===== src/rtl/core/pba_pkg.sv =====
// Package for the palette brightness adjuster.
// Holds widths, fixed-point constants and the command codes.
// No dependencies.
package pba_pkg;

  localparam int PALETTE_DEPTH = 256;
  localparam int IDX_W         = $clog2(PALETTE_DEPTH);
  localparam int CMD_W         = 2;
  localparam int CH_W          = 8;
  localparam int COLOR_W       = 3 * CH_W;
  localparam int TGT_W         = 10;
  localparam int COUNT_W       = 9;
  localparam int PADDR_W       = 2;
  localparam int PDATA_W       = 32;

  localparam int FRAC_BITS     = 16;
  localparam int PROD_W        = 18;
  localparam int NUM_W         = PROD_W;
  localparam int SUM_W         = 10;
  localparam int REM_W         = SUM_W;
  localparam int QUO_W         = 26;
  localparam int HEAD_W        = NUM_W + FRAC_BITS - QUO_W;
  localparam int FX_W          = 27;

  localparam logic [COUNT_W-1:0] COUNT_RESET = COUNT_W'(11);
  localparam logic [PADDR_W-1:0] REG_COUNT_ADDR = PADDR_W'(0);
  localparam logic [CH_W-1:0]    CH_MAX = {CH_W{1'b1}};
  localparam logic [FX_W-1:0]    LIMIT_FX = FX_W'(CH_MAX) << FRAC_BITS;
  localparam logic [FX_W-1:0]    INT_MASK = ~((FX_W'(1) << FRAC_BITS) - FX_W'(1));
  localparam logic [CH_W-1:0]    RECIP3 = CH_W'(171);
  localparam int                 RECIP3_SHIFT = 9;

  typedef enum logic [CMD_W-1:0] {
    CMD_WRITE  = 2'd0,
    CMD_ADJUST = 2'd1,
    CMD_READ   = 2'd2
  } cmd_t;

endpackage


===== src/rtl/core/pba_div.sv =====
// Three-lane bit-serial restoring divider with a shared divisor.
// Produces one quotient bit per lane per cycle while busy; depends on pba_pkg.
module pba_div (
  input  logic                                  clk,
  input  logic                                  rst,
  input  logic                                  start,
  input  logic [2:0][pba_pkg::NUM_W-1:0]        num,
  input  logic [pba_pkg::SUM_W-1:0]             den,
  output logic                                  done,
  output logic [2:0][pba_pkg::QUO_W-1:0]        quo
);

  localparam int CNT_W = $clog2(pba_pkg::QUO_W);

  logic                                  busy;
  logic [CNT_W-1:0]                      cnt;
  logic [pba_pkg::SUM_W-1:0]             den_q;
  logic [2:0][pba_pkg::REM_W-1:0]        rem;
  logic [2:0][pba_pkg::REM_W-1:0]        rem_next;
  logic [2:0][pba_pkg::QUO_W-1:0]        quo_next;

  always_comb begin
    logic [pba_pkg::REM_W:0] trial;
    logic [pba_pkg::REM_W:0] diff;
    logic                    ge;
    for (int i = 0; i < 3; i++) begin
      trial       = {rem[i], quo[i][pba_pkg::QUO_W-1]};
      diff        = trial - {1'b0, den_q};
      ge          = trial >= {1'b0, den_q};
      rem_next[i] = ge ? diff[pba_pkg::REM_W-1:0] : trial[pba_pkg::REM_W-1:0];
      quo_next[i] = {quo[i][pba_pkg::QUO_W-2:0], ge};
    end
  end

  always_ff @(posedge clk) begin
    if (rst) begin
      busy <= 1'b0;
      done <= 1'b0;
      cnt  <= '0;
    end else begin
      done <= 1'b0;
      if (start) begin
        busy  <= 1'b1;
        cnt   <= '0;
        den_q <= den;
        for (int i = 0; i < 3; i++) begin
          rem[i] <= pba_pkg::REM_W'(num[i][pba_pkg::NUM_W-1 -: pba_pkg::HEAD_W]);
          quo[i] <= {num[i][pba_pkg::NUM_W-pba_pkg::HEAD_W-1:0],
                     pba_pkg::FRAC_BITS'(0)};
        end
      end else if (busy) begin
        rem <= rem_next;
        quo <= quo_next;
        cnt <= cnt + CNT_W'(1);
        if (cnt == CNT_W'(pba_pkg::QUO_W - 1)) begin
          busy <= 1'b0;
          done <= 1'b1;
        end
      end
    end
  end

endmodule


===== config.mk =====
export PLATFORM = sky130hd
export DESIGN_NAME = pba_div
export DESIGN_NICKNAME = d
export VERILOG_FILES = /design/src/rtl/core/pba_pkg.sv /design/src/rtl/core/pba_div.sv
export SDC_FILE = /design/constraint.sdc
export NUM_CORES = 1
export LEC_CHECK = 0
export ABC_AREA = 0
export BUFFER_PORTS_ARGS = -buffer_cell sky130_fd_sc_hd__clkbuf_2
export CORE_MARGIN = 10
export CORE_UTILIZATION = 50
export DETAILED_ROUTE_END_ITERATION = 8
export PLACE_DENSITY = 0.74
export SYNTH_ARGS = -nofsm -noshare
export SYNTH_HDL_FRONTEND = slang
export SYNTH_SLANG_ARGS = --single-unit

===== constraint.sdc =====
create_clock -name clk -period 7.4 [get_ports clk]
set_input_delay 0 -clock clk [delete_from_list [all_inputs] [get_ports clk]]
set_output_delay 0 -clock clk [all_outputs]
set_load 0.05 [all_outputs]

==> impl_metrics.json <==
{
  "yosys-mux-area-fraction_pct": 7.01,
  "ys_async_sr_fraction_pct": 0,
  "post_cts_buffers": 0,
  "power.density_nw_per_um2": 254,
  "die_h_um": 138,
  "grt_max_degree": 77,
  "final-hold-violation-count": 0,
  "report.final.slew_viol_count": 0,
  "synth-compound-area-share_pct": 8.99,
  "route.detailed.drc": 0,
  "htree_levels": 4,
  "cp_top_family": "compound AO/OA/AOI/OAI gates",
  "first_pass_iters": 4,
  "synth_area_sq_um": 6950,
  "hpwl_mm": 10.9,
  "ys_ff_latch": 125,
  "peakVddDrop_uv": 168,
  "hp-class": "in2reg",
  "yosysUniqueCellTypes": 51,
  "crit_fanout": 15,
  "slew_headroom_pct": 20.6,
  "worstPathCellList": "inv_1 -> ha_1 -> nand3b_1 -> a21oi_1 -> nor2_1 -> o21ai_1 -> nor3b_1 -> a221o_1",
  "status": "finished clean",
  "slowest_delay_ns": 0.91,
  "drtIter0Drc": 349,
  "nets": 812,
  "synth_fa_ha_area_share_pct": 6.63,
  "die-area_sq_um": 19000,
  "core_sq_um": 13700,
  "num_antenna_cells": 0,
  "start_util_pct": 50.6,
  "clk_latency_ns": 0.42,
  "drive_gt1_share_pct": 30.4,
  "vias_per_cell": 5.24,
  "fin_skew_ns": 0.00875,
  "synth_top_family_by_area": "simple AND/OR/NAND/NOR gates",
  "num_rows": 43,
  "wirelength_mm": 16.0,
  "ios": 146,
  "fin_crit_sh_pct": 39.2,
  "ys_seq_area_share_pct": 53.0,
  "synth_xor_xnor_area_share_pct": 2.52,
  "cts_tree": "built",
  "cts_resized": 0,
  "worstPathArrival_ns": 3.06,
  "cts-root-buf": "clkbuf_16",
  "grt_pass1_wl_mm": 25.8,
  "grt_pass1_vias": 5036,
  "grt_overflow": 0,
  "worstMarginPinSlew_ns": 1.18,
  "r2r_slack_ns": 4.50,
  "slowest_stage": "o21ai_1",
  "via_count": 4735,
  "area_growth_pct": 22.5,
  "finalSetupTns_ns": 0,
  "place_congestion": 0.877,
  "detail_route.wl_per_cell_um": 17.7,
  "maxCapViolCount": 0,
  "place_inst": 806,
  "setup_violations": 0,
  "synth_nets": 674,
  "start_kind": "register",
  "grt_antenna_before_repair": 0,
  "yosysWarningCount": 0,
  "synth_ff_type": "edfxtp_1",
  "syn_inst": 572,
  "synth.avg_cell_area_sq_um": 12.1,
  "timing.fmax_ghz": 0.345,
  "endpoint_kind": "register",
  "crit_buf_inv": 1,
  "clockBufferDepth": 2,
  "synth-simple-area-share_pct": 11.4,
  "leakage_nw": 3.49,
  "rsz0062_at_grt": "false",
  "finalNonFillerCells": 903,
  "clock-sinks": 125,
  "portBuffers": 145,
  "synth_edf_count": 118,
  "crit_type": "reg2reg",
  "cts.clk_slew.worst_paths_ns": 0.06,
  "layout_min_cycle_time_ns": 2.90,
  "cts_buffers": 17,
  "fill_cells": 1085,
  "die_w_um": 138,
  "grt_usage_pct": 17.2,
  "antenna_left": 0,
  "required_ns": 7.56
}
## flip-flops by register name (all words and copies together), names as in the netlist
signal and flops:
den_q 10, done 1, cnt 5, quo 78, busy 1, rem 30
## worst paths after layout
path	from	end	depth (start not counted)
worst max register to register	den_q[1]	rem[14]	8
worst min register to register	cnt[1]	cnt[1]	2
worst min-delay path	start	rem[9]	2
worst max-delay path	den_q[1]	rem[14]	8
## placed cells by master (no fill, tap or decap), drive strengths merged, types with 14 or more instances in the layout
master / n
nor2b: 53
edfxtp: 118
o21a: 14
xnor2: 14
nand2: 19
clkbuf: 164
ha: 32
dlygate4sd3: 65
mux2: 34
a21oi: 17
inv: 21
nor2: 37
## timing repair
action	in CTS	in global routing
endpoints found under the hold margin	65	0
hold buffers	65	0
setup endpoints to repair	0	0
## report_power, final
group / internal [mW] / switching (mW) / total [mW] / leakage [nW]
clock network: 0.507 / 0.314 / 0.821 / 0.281
registers: 0.843 / 0.0280 / 0.871 / 1.19
logic: 0.188 / 0.281 / 0.469 / 2.01
## cells by family after synthesis
family                     Yosys count
muxes                               44
DFF                                125
xor gates and xnor gates            20
AOI/OAI and AO/OA                   85
and+or+nand+nor                    150
adders and majority gates           35
buffers and inverters              113
## final cells by class
class / count / area [sq um] / area share [%]
clock buffers: 20 / 447 / 5.25
multi-input cells: 334 / 2540 / 29.9
flip-flops and latches: 125 / 3680 / 43.3
inverters: 19 / 71.3 / 0.838
clock inverters: 12 / 138 / 1.62
well taps: 180 / 225 / 2.65
repair buffers: 213 / 1400 / 16.5
## worst register-to-register path, stage by stage, from the launching register on
cell and delay [ns]:
edfxtp_1 0.49, inv_1 0.13, ha_1 0.32, nand3b_1 0.10, a21oi_1 0.17, nor2_1 0.09
o21ai_1 0.92, nor3b_1 0.12, a221o_1 0.30
## per-stage QoR
step	area [sq um]	hold WS (ns)	utilization, %	power [mW]	setup slack (ns)
finish	8510	0.144	62.0	2.16	4.50
global route	8510	0.112	62.0	2.26	4.28
CTS	8510	0.0865	62.0	2.18	4.50
detailed placement	7280	0.181	53.0	1.33	4.52
global placement	7280	0.178	53.0	1.31	4.57
floorplan	6950	0.0728	-	1.26	1.71
## metal layers
layer,up-vias,track usage [%],share of wire (%)
met5,-,0,0
met4,0,5.50,1.1
met3,14,5.22,7.2
met2,144,28.5,49
met1,2280,20.9,42
li1,2297,-,-
## synthesized netlist by cell type, drive strengths merged (3+ instances only)
library cell / count / area share [%]
edfxtp: 118 / 51
buf: 80 / 8.7
nor2b: 53 / 4.8
nor2: 37 / 2.0
mux2: 34 / 5.6
ha: 32 / 5.8
inv: 19 / 1.0
nand2: 19 / 1.0
a21oi: 17 / 1.2
clkbuf: 14 / 0.76
o21a: 14 / 1.5
xnor2: 14 / 1.8
o21ai: 12 / 0.92
mux2i: 10 / 1.4
and3: 7 / 0.63
dfxtp: 7 / 2.0
nand4: 7 / 0.63
nor3: 7 / 0.50
a221o: 6 / 0.86
nand3: 6 / 0.43
xor2: 6 / 0.76
o31a: 5 / 0.63
a211o: 4 / 0.50
a31oi: 4 / 0.36
a211oi: 3 / 0.32
fa: 3 / 0.86
nor3b: 3 / 0.32
o311ai: 3 / 0.38
or2: 3 / 0.27
or3: 3 / 0.27
Note: power is estimated with default switching activity, not from simulation.
